`src/rtl/gth_pkg.sv`:
```
// Shared types and constants for the GPIB talker handshake block.
// No dependencies; imported by gpib_talker_handshake_top.
`default_nettype none

package gth_pkg;

  // Command codes carried in the input item
  typedef enum logic [1:0] {
    OP_TICK  = 2'd0,
    OP_START = 2'd1,
    OP_DATA  = 2'd2,
    OP_CLEAR = 2'd3
  } opcode_e;

  // Configuration register indexes
  localparam logic [1:0] CFG_TALK_ADDR  = 2'd0;
  localparam logic [1:0] CFG_WAIT_LIMIT = 2'd1;
  localparam logic [1:0] CFG_SETTLE     = 2'd2;
  localparam logic [1:0] CFG_CLEAR_LEN  = 2'd3;

  // Configuration reset values
  localparam logic [4:0]  TALK_ADDR_RST  = 5'd21;
  localparam logic [15:0] WAIT_LIMIT_RST = 16'd1000;
  localparam logic [7:0]  SETTLE_RST     = 8'd1;
  localparam logic [15:0] CLEAR_LEN_RST  = 16'd1000;

  // Bus bytes
  localparam logic [7:0] BYTE_UNL      = 8'h3F;
  localparam logic [7:0] BYTE_UNT      = 8'h5F;
  localparam logic [7:0] BYTE_LAD_BASE = 8'h20;
  localparam logic [7:0] BYTE_TAD_BASE = 8'h40;
  localparam logic [7:0] BYTE_NL       = 8'h0A;
  localparam logic [7:0] BYTE_DCL      = 8'h14;
  localparam logic [7:0] DATA_RELEASED = 8'hFF;

  // Phase codes: context in bits 4:2, handshake step in bits 1:0
  localparam logic [4:0] PH_IDLE  = 5'd0;
  localparam logic [4:0] PH_IFC   = 5'd1;
  localparam logic [4:0] CTX_DCL  = 5'd4;
  localparam logic [4:0] CTX_ADDR = 5'd8;
  localparam logic [4:0] CTX_DATA = 5'd12;
  localparam logic [4:0] CTX_NL   = 5'd16;

  // Handshake steps
  localparam logic [1:0] SUB_WAIT_RFD = 2'd0;
  localparam logic [1:0] SUB_SETTLE   = 2'd1;
  localparam logic [1:0] SUB_WAIT_DAC = 2'd2;
  localparam logic [1:0] SUB_WAIT_END = 2'd3;

  // Handshake outcome for one tick
  localparam logic [1:0] HS_PENDING = 2'd0;
  localparam logic [1:0] HS_SENT    = 2'd1;
  localparam logic [1:0] HS_TIMEOUT = 2'd2;

endpackage

`default_nettype wire

```
`src/rtl/gpib_talker_handshake_top.sv`:
```
// GPIB talker: source handshake, address cycle and interface clear sequencer.
// Depends on gth_pkg for command codes, phase codes and bus bytes.
// A request is held in the input register; its result is registered in the result register.
// Throughput: one request per cycle while the result stream is not stalled; the talker
// state and the result register are updated together, only when a request is processed.
// Reset: all bus lines released high, phase idle, counters zero, config at defaults.
`default_nettype none

module gpib_talker_handshake_top
  import gth_pkg::*;
#(
  parameter int COUNT_WIDTH = 16,
  parameter int WAIT_WIDTH  = 16
) (
  input  wire logic        clk_i,
  input  wire logic        rst_ni,
  // configuration write port
  input  wire logic        cfg_we_i,
  input  wire logic [1:0]  cfg_index_i,
  input  wire logic [15:0] cfg_wdata_i,
  // input stream
  input  wire logic        s_axis_tvalid,
  output logic             s_axis_tready,
  // [4:0] listen_address, [12:5] message_byte, [13] nrfd_high, [14] ndac_high, [15] zero
  input  wire logic [15:0] s_axis_tdata,
  // [1:0] opcode
  input  wire logic [1:0]  s_axis_tuser,
  // final_byte
  input  wire logic        s_axis_tlast,
  // result stream
  output logic             m_axis_tvalid,
  input  wire logic        m_axis_tready,
  // [7:0] data_lines, [8] dav_level, [9] atn_level, [10] eoi_level, [11] ifc_level,
  // [12] ready_res, [13] done_res, [14] failed, [15] rejected, [31:16] bytes_sent
  output logic [31:0]      m_axis_tdata
);

  localparam int CMP_W = (WAIT_WIDTH > 16) ? WAIT_WIDTH : 16;
  localparam int BS_W  = (COUNT_WIDTH > 16) ? COUNT_WIDTH : 16;
  localparam logic [WAIT_WIDTH-1:0]  WAIT_MAX  = '1;
  localparam logic [COUNT_WIDTH-1:0] COUNT_MAX = '1;

  // configuration
  logic [4:0]  talk_addr_q;
  logic [15:0] wait_limit_q;
  logic [7:0]  settle_q;
  logic [15:0] clear_len_q;

  always_ff @(posedge clk_i or negedge rst_ni) begin
    if (!rst_ni) begin
      talk_addr_q  <= TALK_ADDR_RST;
      wait_limit_q <= WAIT_LIMIT_RST;
      settle_q     <= SETTLE_RST;
      clear_len_q  <= CLEAR_LEN_RST;
    end else if (cfg_we_i) begin
      unique case (cfg_index_i)
        CFG_TALK_ADDR:  talk_addr_q  <= cfg_wdata_i[4:0];
        CFG_WAIT_LIMIT: wait_limit_q <= cfg_wdata_i;
        CFG_SETTLE:     settle_q     <= cfg_wdata_i[7:0];
        CFG_CLEAR_LEN:  clear_len_q  <= cfg_wdata_i;
        default: ;
      endcase
    end
  end

  // input register
  logic     in_valid_q;
  opcode_e  op_q;
  logic [4:0] la_q;
  logic [7:0] mb_q;
  logic     fin_q;
  logic     nrfd_q;
  logic     ndac_q;
  logic     proc;
  logic     out_valid_q;

  assign proc          = in_valid_q && (!out_valid_q || m_axis_tready);
  assign s_axis_tready = !in_valid_q || proc;

  always_ff @(posedge clk_i or negedge rst_ni) begin
    if (!rst_ni) begin
      in_valid_q <= 1'b0;
    end else if (s_axis_tready) begin
      in_valid_q <= s_axis_tvalid;
    end
  end

  always_ff @(posedge clk_i) begin
    if (s_axis_tready && s_axis_tvalid) begin
      op_q   <= opcode_e'(s_axis_tuser);
      la_q   <= s_axis_tdata[4:0];
      mb_q   <= s_axis_tdata[12:5];
      nrfd_q <= s_axis_tdata[13];
      ndac_q <= s_axis_tdata[14];
      fin_q  <= s_axis_tlast;
    end
  end

  // talker state
  logic [4:0]             phase_q, phase_d;
  logic [WAIT_WIDTH-1:0]  wc_q, wc_d, wc_bump;
  logic [7:0]             cur_q, cur_d;
  logic [2:0]             step_q, step_d;
  logic [4:0]             lis_q, lis_d;
  logic [COUNT_WIDTH-1:0] mc_q, mc_d;
  logic                   pf_q, pf_d;
  logic                   mo_q, mo_d;
  logic [7:0]             data_q, data_d;
  logic                   dav_q, dav_d, atn_q, atn_d, eoi_q, eoi_d, ifc_q, ifc_d;
  logic                   done, failed, rejected;
  logic [1:0]             hs;
  logic                   reach_wait, reach_settle, reach_clear;
  logic [4:0]             base;
  logic [BS_W-1:0]        mc_ext;
  logic [15:0]            bytes_sent;

  assign wc_bump      = (wc_q == WAIT_MAX) ? wc_q : wc_q + 1'b1;
  assign reach_wait   = (CMP_W'(wc_bump) >= CMP_W'(wait_limit_q)) || (wc_bump == WAIT_MAX);
  assign reach_settle = (CMP_W'(wc_bump) >= CMP_W'(settle_q)) || (wc_bump == WAIT_MAX);
  assign reach_clear  = (CMP_W'(wc_bump) >= CMP_W'(clear_len_q)) || (wc_bump == WAIT_MAX);
  assign base         = {phase_q[4:2], 2'b00};

  always_comb begin
    phase_d  = phase_q;
    wc_d     = wc_q;
    cur_d    = cur_q;
    step_d   = step_q;
    lis_d    = lis_q;
    mc_d     = mc_q;
    pf_d     = pf_q;
    mo_d     = mo_q;
    data_d   = data_q;
    dav_d    = dav_q;
    atn_d    = atn_q;
    eoi_d    = eoi_q;
    ifc_d    = ifc_q;
    done     = 1'b0;
    failed   = 1'b0;
    rejected = 1'b0;
    hs       = HS_PENDING;

    if (phase_q == PH_IDLE) begin
      case (op_q)
        OP_CLEAR: begin
          mo_d    = 1'b0;
          mc_d    = '0;
          pf_d    = 1'b0;
          ifc_d   = 1'b0;
          wc_d    = '0;
          phase_d = PH_IFC;
        end
        OP_START: begin
          lis_d   = la_q;
          step_d  = 3'd0;
          atn_d   = 1'b0;
          cur_d   = BYTE_UNL;
          wc_d    = '0;
          phase_d = CTX_ADDR;
        end
        OP_DATA: begin
          if (mo_q) begin
            pf_d    = fin_q;
            cur_d   = mb_q;
            wc_d    = '0;
            phase_d = CTX_DATA;
          end else begin
            rejected = 1'b1;
          end
        end
        default: ;
      endcase
    end else begin
      if (op_q != OP_TICK) rejected = 1'b1;
      if (phase_q == PH_IFC) begin
        wc_d = wc_bump;
        if (reach_clear) begin
          // end the clear pulse, then send DCL under ATN
          ifc_d   = 1'b1;
          atn_d   = 1'b0;
          cur_d   = BYTE_DCL;
          wc_d    = '0;
          phase_d = CTX_DCL;
        end
      end else begin
        case (phase_q[1:0])
          SUB_WAIT_RFD: begin
            if (nrfd_q) begin
              data_d = ~cur_q;
              wc_d   = '0;
              if (settle_q == 8'd0) begin
                dav_d   = 1'b0;
                phase_d = {phase_q[4:2], SUB_WAIT_DAC};
              end else begin
                phase_d = {phase_q[4:2], SUB_SETTLE};
              end
            end else begin
              wc_d = wc_bump;
              if (reach_wait) hs = HS_TIMEOUT;
            end
          end
          SUB_SETTLE: begin
            wc_d = wc_bump;
            if (reach_settle) begin
              dav_d   = 1'b0;
              wc_d    = '0;
              phase_d = {phase_q[4:2], SUB_WAIT_DAC};
            end
          end
          SUB_WAIT_DAC: begin
            if (ndac_q) begin
              dav_d   = 1'b1;
              data_d  = DATA_RELEASED;
              wc_d    = '0;
              phase_d = {phase_q[4:2], SUB_WAIT_END};
            end else begin
              wc_d = wc_bump;
              if (reach_wait) begin
                dav_d  = 1'b1;
                data_d = DATA_RELEASED;
                hs     = HS_TIMEOUT;
              end
            end
          end
          default: begin
            if (nrfd_q) begin
              hs = HS_SENT;
            end else begin
              wc_d = wc_bump;
              if (reach_wait) hs = HS_TIMEOUT;
            end
          end
        endcase

        if (hs != HS_PENDING) begin
          unique case (base)
            CTX_DCL: begin
              atn_d   = 1'b1;
              phase_d = PH_IDLE;
              done    = 1'b1;
            end
            CTX_ADDR: begin
              // timeouts in the address cycle are ignored: advance anyway
              step_d = step_q + 3'd1;
              wc_d   = '0;
              case (step_d)
                3'd1: begin
                  cur_d   = BYTE_UNT;
                  phase_d = CTX_ADDR;
                end
                3'd2: begin
                  cur_d   = BYTE_LAD_BASE | {3'b000, lis_q};
                  phase_d = CTX_ADDR;
                end
                3'd3: begin
                  cur_d   = BYTE_TAD_BASE | {3'b000, talk_addr_q};
                  phase_d = CTX_ADDR;
                end
                default: begin
                  wc_d    = wc_q;
                  if (hs == HS_TIMEOUT || phase_q[1:0] != SUB_WAIT_END || !nrfd_q) wc_d = wc_bump;
                  if (hs == HS_SENT) wc_d = wc_q;
                  atn_d   = 1'b1;
                  mo_d    = 1'b1;
                  mc_d    = '0;
                  phase_d = PH_IDLE;
                  done    = 1'b1;
                end
              endcase
            end
            CTX_DATA: begin
              if (hs == HS_SENT) begin
                if (mc_q != COUNT_MAX) mc_d = mc_q + 1'b1;
                if (pf_q) begin
                  pf_d    = 1'b0;
                  eoi_d   = 1'b0;
                  cur_d   = BYTE_NL;
                  wc_d    = '0;
                  phase_d = CTX_NL;
                end else begin
                  phase_d = PH_IDLE;
                  done    = 1'b1;
                end
              end else begin
                pf_d    = 1'b0;
                mo_d    = 1'b0;
                phase_d = PH_IDLE;
                done    = 1'b1;
                failed  = 1'b1;
              end
            end
            CTX_NL: begin
              // timeout on the closing NL is not reported
              eoi_d   = 1'b1;
              mo_d    = 1'b0;
              phase_d = PH_IDLE;
              done    = 1'b1;
            end
            default: ;
          endcase
        end
      end
    end
  end

  assign mc_ext     = BS_W'(mc_d);
  assign bytes_sent = (mc_ext > BS_W'(16'hFFFF)) ? 16'hFFFF : mc_ext[15:0];

  always_ff @(posedge clk_i or negedge rst_ni) begin
    if (!rst_ni) begin
      phase_q <= PH_IDLE;
      wc_q    <= '0;
      cur_q   <= '0;
      step_q  <= '0;
      lis_q   <= '0;
      mc_q    <= '0;
      pf_q    <= 1'b0;
      mo_q    <= 1'b0;
      data_q  <= DATA_RELEASED;
      dav_q   <= 1'b1;
      atn_q   <= 1'b1;
      eoi_q   <= 1'b1;
      ifc_q   <= 1'b1;
    end else if (proc) begin
      phase_q <= phase_d;
      wc_q    <= wc_d;
      cur_q   <= cur_d;
      step_q  <= step_d;
      lis_q   <= lis_d;
      mc_q    <= mc_d;
      pf_q    <= pf_d;
      mo_q    <= mo_d;
      data_q  <= data_d;
      dav_q   <= dav_d;
      atn_q   <= atn_d;
      eoi_q   <= eoi_d;
      ifc_q   <= ifc_d;
    end
  end

  // result register
  logic [31:0] out_data_q;

  always_ff @(posedge clk_i or negedge rst_ni) begin
    if (!rst_ni) begin
      out_valid_q <= 1'b0;
    end else if (proc) begin
      out_valid_q <= 1'b1;
    end else if (m_axis_tready) begin
      out_valid_q <= 1'b0;
    end
  end

  always_ff @(posedge clk_i) begin
    if (proc) begin
      out_data_q <= {bytes_sent, rejected, failed, done, (phase_d == PH_IDLE),
                     ifc_d, eoi_d, atn_d, dav_d, data_d};
    end
  end

  assign m_axis_tvalid = out_valid_q;
  assign m_axis_tdata  = out_data_q;

  // IFC is only driven low during the clear pulse
  a_ifc_phase: assert property (@(posedge clk_i) disable iff (!rst_ni)
    !ifc_q |-> phase_q == PH_IFC)
    else $error("IFC asserted outside the clear pulse");

  // EOI is only driven low while the closing NL is on the bus
  a_eoi_phase: assert property (@(posedge clk_i) disable iff (!rst_ni)
    !eoi_q |-> phase_q[4:2] == CTX_NL[4:2])
    else $error("EOI asserted outside the closing NL");

  // DAV low only while waiting for data accepted
  a_dav_step: assert property (@(posedge clk_i) disable iff (!rst_ni)
    !dav_q |-> (phase_q[1:0] == SUB_WAIT_DAC && phase_q[4:2] != 3'd0))
    else $error("DAV asserted outside the accept wait");

  // a failure is always reported together with done
  a_fail_done: assert property (@(posedge clk_i) disable iff (!rst_ni)
    out_valid_q && out_data_q[14] |-> out_data_q[13])
    else $error("failed without done");

endmodule

`default_nettype wire

```
`config.mk`:
```
export PLATFORM = sky130hd
export DESIGN_NAME = gpib_talker_handshake_top
export DESIGN_NICKNAME = d
export VERILOG_FILES = /design/src/rtl/gth_pkg.sv /design/src/rtl/gpib_talker_handshake_top.sv
export SDC_FILE = /design/constraint.sdc
export NUM_CORES = 1
export LEC_CHECK = 0
export BUFFER_PORTS_ARGS = -buffer_cell sky130_fd_sc_hd__buf_2
export CAP_MARGIN = 25
export CORE_MARGIN = 5
export CORE_UTILIZATION = 59
export DETAILED_ROUTE_END_ITERATION = 12
export PLACE_DENSITY = 0.79
export SYNTH_ARGS = -nofsm -noshare
export SYNTH_HDL_FRONTEND = slang
export SYNTH_SLANG_ARGS = --single-unit
```
`constraint.sdc`:
```
create_clock -name clk_i -period 4.94 [get_ports clk_i]
set_clock_uncertainty 0.1 [all_clocks]
set_input_delay 0.741 -clock clk_i [delete_from_list [all_inputs] [get_ports clk_i]]
set_output_delay 0.741 -clock clk_i [all_outputs]
set_load 0.01 [all_outputs]
```
* Word level (Yosys, flattened, before mapping)
Index checks and enable logic that the tools add are counted.
** Word-level totals
- Bits in registers :: 164
- Bits of input ports :: 42
- Output and inout bits :: 34
** Cells by class
- Add/sub/neg operators :: 3
- Magnitude comparators :: 4
- Eq/ne operators :: 37
- Muxes and demuxes :: 118
- Bitwise logic cells :: 3
- Reduce and logical (&&, ||, !) cells :: 41
** Operator list (count)
- two-way mux 16 bit :: 22
- two-way mux 8 bit :: 12
- case mux 16 bit (2 select lines) :: 3
- case mux 16 bit (3 select lines) :: 1
- case mux 8 bit (2 select lines) :: 3
- two-way mux 1 bit :: 43
- two-way mux 5 bit :: 7
- adder 16 x 1 -> 16 bit (second input constant) :: 2
- equality test 16 bit (second input constant) :: 2
- >= comparator 16 bit :: 2
- case mux 5 bit (3 select lines) :: 2
- case mux 8 bit (3 select lines) :: 1
- two-way mux 2 bit :: 10
- != test 6 bit (second input constant) :: 3
- >= comparator 16 x 8 -> 1 bit :: 1
- > comparator 16 bit (second input constant) :: 1
- != test 16 bit (second input constant) :: 1
- two-way mux 3 bit :: 5
- equality test 2 bit (second input constant) :: 6
- equality test 3 x 2 -> 1 bit (second input constant) :: 4
- != test 3 bit (second input constant) :: 4
- case mux 2 bit (3 select lines) :: 2
- nonzero test 2 bit :: 6
- zero test 5 bit :: 2
- other kinds (31) :: 61

* Longest topological paths before layout
- Depth after elaboration :: 19
- Mapped depth :: 18
- Mapped depth without buffers :: 16

* Worst setup path before layout
Ideal clock, no wire load.
- Path kind :: register to register
- Start :: reg wc_q[1]
- End :: reg out_data_q[28] (netlist: m_axis_tdata[28]) (data pin)
- Setup time :: 0.267 ns
- Data arrival time :: 3.924 ns
- Required time :: 4.573 ns
- Setup slack :: 0.650 ns
- Cell stages (with the launch flop) :: 16
- Period minus slack after synthesis :: 4.290 ns
- Cell sequence :: dfrtp_1 > ha_1 > buf_2 > nand4_1 > nor4_4 > mux2i_1 > inv_1 > ha_1 > a21o_1 > a211oi_1 > a311oi_1 > or4b_4 > o211ai_2 > nor2_1 > a2111oi_2 > nor4_1
** On the way
- Word-level cells in the longest chain between the ends :: 16
- Elaborated cells between the ends (all ways) :: 21
** RTL lines
- start: declaration :: RTL line gpib_talker_handshake_top.sv:101 : logic [WAIT_WIDTH-1:0] wc_q, wc_d, wc_bump;
- start signal: assignment :: RTL line gpib_talker_handshake_top.sv:325 : wc_q <= wc_d;
- adder 16 x 1 -> 16 bit or equality test 16 bit (tied branches) :: RTL line gpib_talker_handshake_top.sv:117 : assign wc_bump = (wc_q == WAIT_MAX) ? wc_q : wc_q + 1'b1;
- two-way mux 16 bit (*) :: RTL line gpib_talker_handshake_top.sv:117
- >= comparator 16 bit or equality test 16 bit (tied branches) :: RTL line gpib_talker_handshake_top.sv:118 : assign reach_wait = (CMP_W'(wc_bump) >= CMP_W'(wait_limit_q)) || (wc_bump == WAIT_MAX);
- logical OR 1 bit (*) :: RTL line gpib_talker_handshake_top.sv:118
- two-way mux 2 bit (*) :: RTL line gpib_talker_handshake_top.sv:198, gpib_talker_handshake_top.sv:217, gpib_talker_handshake_top.sv:229
- two-way mux 2 bit, on equally long branches :: RTL line gpib_talker_handshake_top.sv:225, gpib_talker_handshake_top.sv:187, gpib_talker_handshake_top.sv:210
- case mux 2 bit (3 select lines) (*) :: RTL line gpib_talker_handshake_top.sv:185 : case (phase_q[1:0])
- two-way mux 2 bit (*) :: RTL line gpib_talker_handshake_top.sv:174 : if (phase_q == PH_IFC) begin
- two-way mux 2 bit (*) :: RTL line gpib_talker_handshake_top.sv:142 : if (phase_q == PH_IDLE) begin
- equality test 2 x 1 -> 1 bit :: RTL line gpib_talker_handshake_top.sv:271 : if (hs == HS_SENT) begin
- two-way mux 16 bit :: RTL line gpib_talker_handshake_top.sv:271
- case mux 16 bit (2 select lines) :: RTL line gpib_talker_handshake_top.sv:235 : unique case (base)
- two-way mux 16 bit (*) :: RTL line gpib_talker_handshake_top.sv:234 : if (hs != HS_PENDING) begin
- two-way mux 16 bit (*) :: RTL line gpib_talker_handshake_top.sv:174
- two-way mux 16 bit (*) :: RTL line gpib_talker_handshake_top.sv:142
- named net mc_d[12] :: RTL line gpib_talker_handshake_top.sv:105 : logic [COUNT_WIDTH-1:0] mc_q, mc_d;
- > comparator 16 bit :: RTL line gpib_talker_handshake_top.sv:306 : assign bytes_sent = (mc_ext > BS_W'(16'hFFFF)) ? 16'hFFFF : mc_ext[15:0];
- end signal: assignment :: RTL line gpib_talker_handshake_top.sv:355 : out_data_q <= {bytes_sent, rejected, failed, done, (phase_d == PH_IDLE),
- end: declaration :: RTL line gpib_talker_handshake_top.sv:341 : logic [31:0] out_data_q;
The timed path passes the listed nets; every way through them passes the cells marked *. The select of a mux whose other input is x is not followed.
A chain may end at the register's enable or synchronous reset.

* Final worst setup path
- Start :: reg wc_q[3]
- End :: reg cur_q[3]
** On the way
- Word-level cells in the longest chain between the ends :: 12
- Elaborated cells between the ends (all ways) :: 21
** RTL lines
- adder 16 x 1 -> 16 bit or equality test 16 bit (tied branches) :: RTL line gpib_talker_handshake_top.sv:117
- two-way mux 16 bit (*) :: RTL line gpib_talker_handshake_top.sv:117
- >= comparator 16 bit or equality test 16 bit (tied branches) :: RTL line gpib_talker_handshake_top.sv:118, gpib_talker_handshake_top.sv:120
- logical OR 1 bit :: RTL line gpib_talker_handshake_top.sv:118
- two-way mux 2 bit :: RTL line gpib_talker_handshake_top.sv:198, gpib_talker_handshake_top.sv:217, gpib_talker_handshake_top.sv:229
- two-way mux 2 bit, on equally long branches :: RTL line gpib_talker_handshake_top.sv:225, gpib_talker_handshake_top.sv:187, gpib_talker_handshake_top.sv:210
- case mux 2 bit (3 select lines) :: RTL line gpib_talker_handshake_top.sv:185
- two-way mux 2 bit :: RTL line gpib_talker_handshake_top.sv:174
- two-way mux 2 bit :: RTL line gpib_talker_handshake_top.sv:142
- equality test 2 x 1 -> 1 bit or nonzero test 2 bit (tied branches) :: RTL line gpib_talker_handshake_top.sv:271, gpib_talker_handshake_top.sv:234
- != test 4 bit (no source line) or nonzero test 3 bit (tied branches)
- AND reduction 9 bit (no source line) (*)
- end signal: assignment :: RTL line gpib_talker_handshake_top.sv:326 : cur_q <= cur_d;
- end: declaration :: RTL line gpib_talker_handshake_top.sv:102 : logic [7:0] cur_q, cur_d;
Every way passes the cells marked *; elsewhere a longest branch is shown, timed or not. The select of a mux whose other input is x is not followed.

==> flow_metrics.py <==
metrics = {
    "critical_path": {
        "crit_fanout": 9,
        "worst_ep_required_ps": 5160,
        "setup.worst_path.start_class": "register",
        "end_kind": "register",
        "timing.critical_path.arrival_ps": 4800,
        "timing_worst_setup_path_type": "register to register",
    },
    "min_path": {
        "min-delay-path-class": "primary input to register",
    },
    "pwr": {
        "static-leakage-power_uw": 0.00481,
        "report.power.total_uw": 5460,
        "vdd_ir_drop_max_mv": 0.344,
        "powerDensity_mw_per_mm2": 496,
    },
    "synthesis": {
        "share_of_the_synthesized_area_in_compound_gates_ao_oa_aoi_oai": 0.198,
        "synth_simple_gate_area_share": 0.148,
        "post_synth_num_cell_types": 88,
        "syn_avg_cell_area_um2": 10.3,
        "netlist_area_mm2": 0.00962,
        "synth-seq-area-share": 0.456,
        "synthXorXnorAreaFrac": 0.0109,
        "yosys_warnings": 0,
        "synth.area.mux_share": 0.0847,
        "async_flop_share": 0.695,
        "postSynth.topFlopCell": "dfrtp_1",
        "total_of_flip_flops_plus_latches_after_synthesis": 164,
        "dominant_combinational_cell_family_by_area_after_synthesis": "compound AO/OA/AOI/OAI gates",
        "postSynthNetCount": 1019,
        "adder_cell_fraction_of_synth_area": 0.0572,
        "post_synth_inst_count": 933,
        "post_synth_edffs": 50,
    },
    "clock_network": {
        "cts_root_buf": "clkbuf_16",
        "maximum_level_of_the_cts_h_tree": 4,
        "worst_skew_pair.late_latency_ps": 440,
        "register_clock_pin_slew_on_the_reported_worst_setup_and_hold_paths_ps": 70,
        "cts_max_path_buffers": 2,
        "cts_tree": "done",
        "clock_sinks": 164,
        "tritoncts.num_buffers": 17,
    },
    "routing": {
        "wl_mm": 23.5,
        "routed.top_layer": "met4",
        "firstDrtPassIters": 6,
        "detail_route.iter0.violations": 908,
        "route.antenna.remaining_nets": 0,
        "post_drt_via_cell_ratio": 6.33,
        "dr_wl_met2_mm": 10.9,
        "detailroute.via_count": 7884,
        "detail_route.wl_per_cell_um": 18.9,
        "met3_wirelength_mm": 1.85,
        "drt_drc": 0,
        "routedLengthMet1_mm": 10.3,
    },
    "placement": {
        "placed_cells": 1212,
        "dpl_cell_area_mm2": 0.0104,
        "place_worst_setup_slack_ps": 343,
        "detailed_place_hpwl_mm": 16.2,
        "numPortBuffers": 74,
        "place.gp.congestion": 1.00,
    },
    "floorplanning": {
        "die_y_um": 138,
        "placement_rows": 46,
        "design.die.area_mm2": 0.0190,
        "io_pins": 76,
        "floorplan.initialDensity": 0.603,
        "coreArea_mm2": 0.0159,
        "die_w_um": 138,
    },
    "finish": {
        "final_common_cell": "dfrtp_1",
        "finalNonFillerCells": 1246,
        "n_antenna_cell": 0,
        "drive_gt1_frac": 0.257,
        "final_cell_mix": "86 x dfrtp_1, 73 x buf_2, 72 x nand2_1, 61 x a21oi_1, 59 x inv_1",
        "fin_area_mm2": 0.0110,
        "synthToLayoutAreaGrowth_pct": 14.6,
        "nets": 1103,
    },
    "grt": {
        "grt_pass1_vias": 7560,
        "grt_pass1_wl_mm": 38.8,
        "grt.overflow.total": 0,
        "antenna_found_initial": 0,
        "groute.usage.overall": 0.259,
        "grt_start_max_net_pins": 75,
    },
    "timing": {
        "final_number_of_max_transition_violations": 0,
        "layout_min_cycle_time_ps": 4580,
        "finalSetupViolCount": 0,
        "count_of_final_hold_check_violations": 0,
        "worst-slew-pin-transition_ps": 1080,
        "fin_tns_setup_ps": 0,
        "max_freq_ghz": 0.218,
        "unrepaired_setup_endpoints_after_global_routing": "no",
        "fin_ws_ps": 357,
        "max-slew-margin-rel": 0.273,
        "timing.final.crit_share": 0.928,
    },
    "flow_run": {
        "max_cap_violations": 0,
    },
    "run_status": {
        "result_of_the_run": "completed",
    },
}
==> flip-flops by register name, indices dropped and copies added, names as in the netlist, 2 cells and up <==
signal and cells:
clear_len_q 16, op_q 2, wait_limit_q 16, settle_q 8, lis_q 5, mc_q 16
mb_q 8, data_q 8, m_axis_tdata 32, cur_q 8, step_q 3, talk_addr_q 5
la_q 5, wc_q 16, phase_q 5
==> layout make-up <==
type | instances | area [um2]
Fill cell | 1180 | 4920
Multi-Input combinational cell | 659 | 4810
Sequential cell | 164 | 4390
Timing Repair Buffer | 115 | 716
Clock buffer | 18 | 439
Tap cell | 216 | 270
Inverter | 60 | 225
Clock inverter | 14 | 173
==> worst paths after layout <==
path / depth (start not counted) / to / slack (ps) / start
worst min register to register: 1 / lis_q[3] / 380 / la_q[3]
max in group asynchronous: 3 / data_q[6] / 3450 / rst_ni
min in group asynchronous: 2 / wc_q[7] / 550 / rst_ni
worst max register to register: 16 / cur_q[3] / 360 / wc_q[3]
worst min-delay path: 1 / la_q[3] / 380 / s_axis_tdata[3]
worst max-delay path: 16 / cur_q[3] / 360 / wc_q[3]
==> timing repair <==
action / in CTS / in global routing
hold buffers: 0 / 1
setup buffers: 0 / 0
hold endpoints to repair: 0 / 1
endpoints found under the setup margin: 0 / 11
gates resized for setup: 0 / 2
==> cells in the mapped netlist, drive strengths merged, types with 4 or more instances <==
master | n | area, um2
dfrtp | 86 | 2150
nand2 | 73 | 277
a21oi | 62 | 322
mux2 | 62 | 721
inv | 60 | 225
nor2 | 54 | 203
o21ai | 52 | 275
edfxtp | 50 | 1500
ha | 44 | 551
clkbuf | 40 | 151
nand3 | 33 | 183
dfstp | 28 | 736
a22o | 18 | 158
nor3 | 18 | 106
nand2b | 16 | 100
o22a | 15 | 131
a211oi | 14 | 115
a21o | 14 | 105
nand4 | 13 | 103
o211ai | 12 | 95.1
and2 | 10 | 62.6
buf | 10 | 55.1
a31oi | 9 | 56.3
mux2i | 9 | 93.8
xnor2 | 8 | 70.1
and3 | 7 | 45.1
nor4 | 7 | 80.1
and4 | 6 | 52.6
nand3b | 6 | 45.0
nor2b | 6 | 37.5
o311ai | 6 | 52.6
o31ai | 6 | 45.0
o41ai | 6 | 52.6
a32o | 5 | 50.1
o21a | 5 | 38.8
a22oi | 4 | 35.0
a311oi | 4 | 35.0
o2111ai | 4 | 35.0
or3 | 4 | 25.0
xor2 | 4 | 35.0
==> report_power, final <==
group / leakage, uW / switching, uW / internal [uW]
Sequential: 0.00185 / 267 / 1770
Combinational: 0.00265 / 1200 / 833
Clock: 0.000303 / 574 / 815
Total: 0.00481 / 2050 / 3420
==> kinds of logic after synthesis <==
group / Yosys count
AOI/OAI and AO/OA: 268
and+or+nand+nor: 264
muxes: 71
DFF: 164
buffers and inverters: 110
xor gates and xnor gates: 12
adders and majority gates: 44
==> critical path: stages (launching register included) <==
cell       delay (ps)
dfrtp_1           500
nand4_2           300
o41ai_1           560
xor2_1            280
inv_1             120
buf_4             160
ha_1              260
o21ai_0           190
nand2_1            80
o2111ai_1         120
a211oi_1          130
a21oi_1           430
nand3_1           330
a22oi_2           340
nor3_4             70
buf_4             190
mux2_4            310
==> stage by stage <==
step	hold WS (ps)	utilization
6_report	376	0.691
5_1_grt	370	0.691
4_1_cts	371	0.688
3_5_place_dp	369	0.650
3_3_place_gp	358	0.650
2_1_floorplan	345	-
==> metal layers <==
metal | global-route usage | vias up
li1 | - | 3670
met1 | 0.374 | 3829
met2 | 0.396 | 346
met3 | 0.0489 | 39
met4 | 0.0854 | 0
met5 | 0 | -
(Power assumes the default switching activity.)
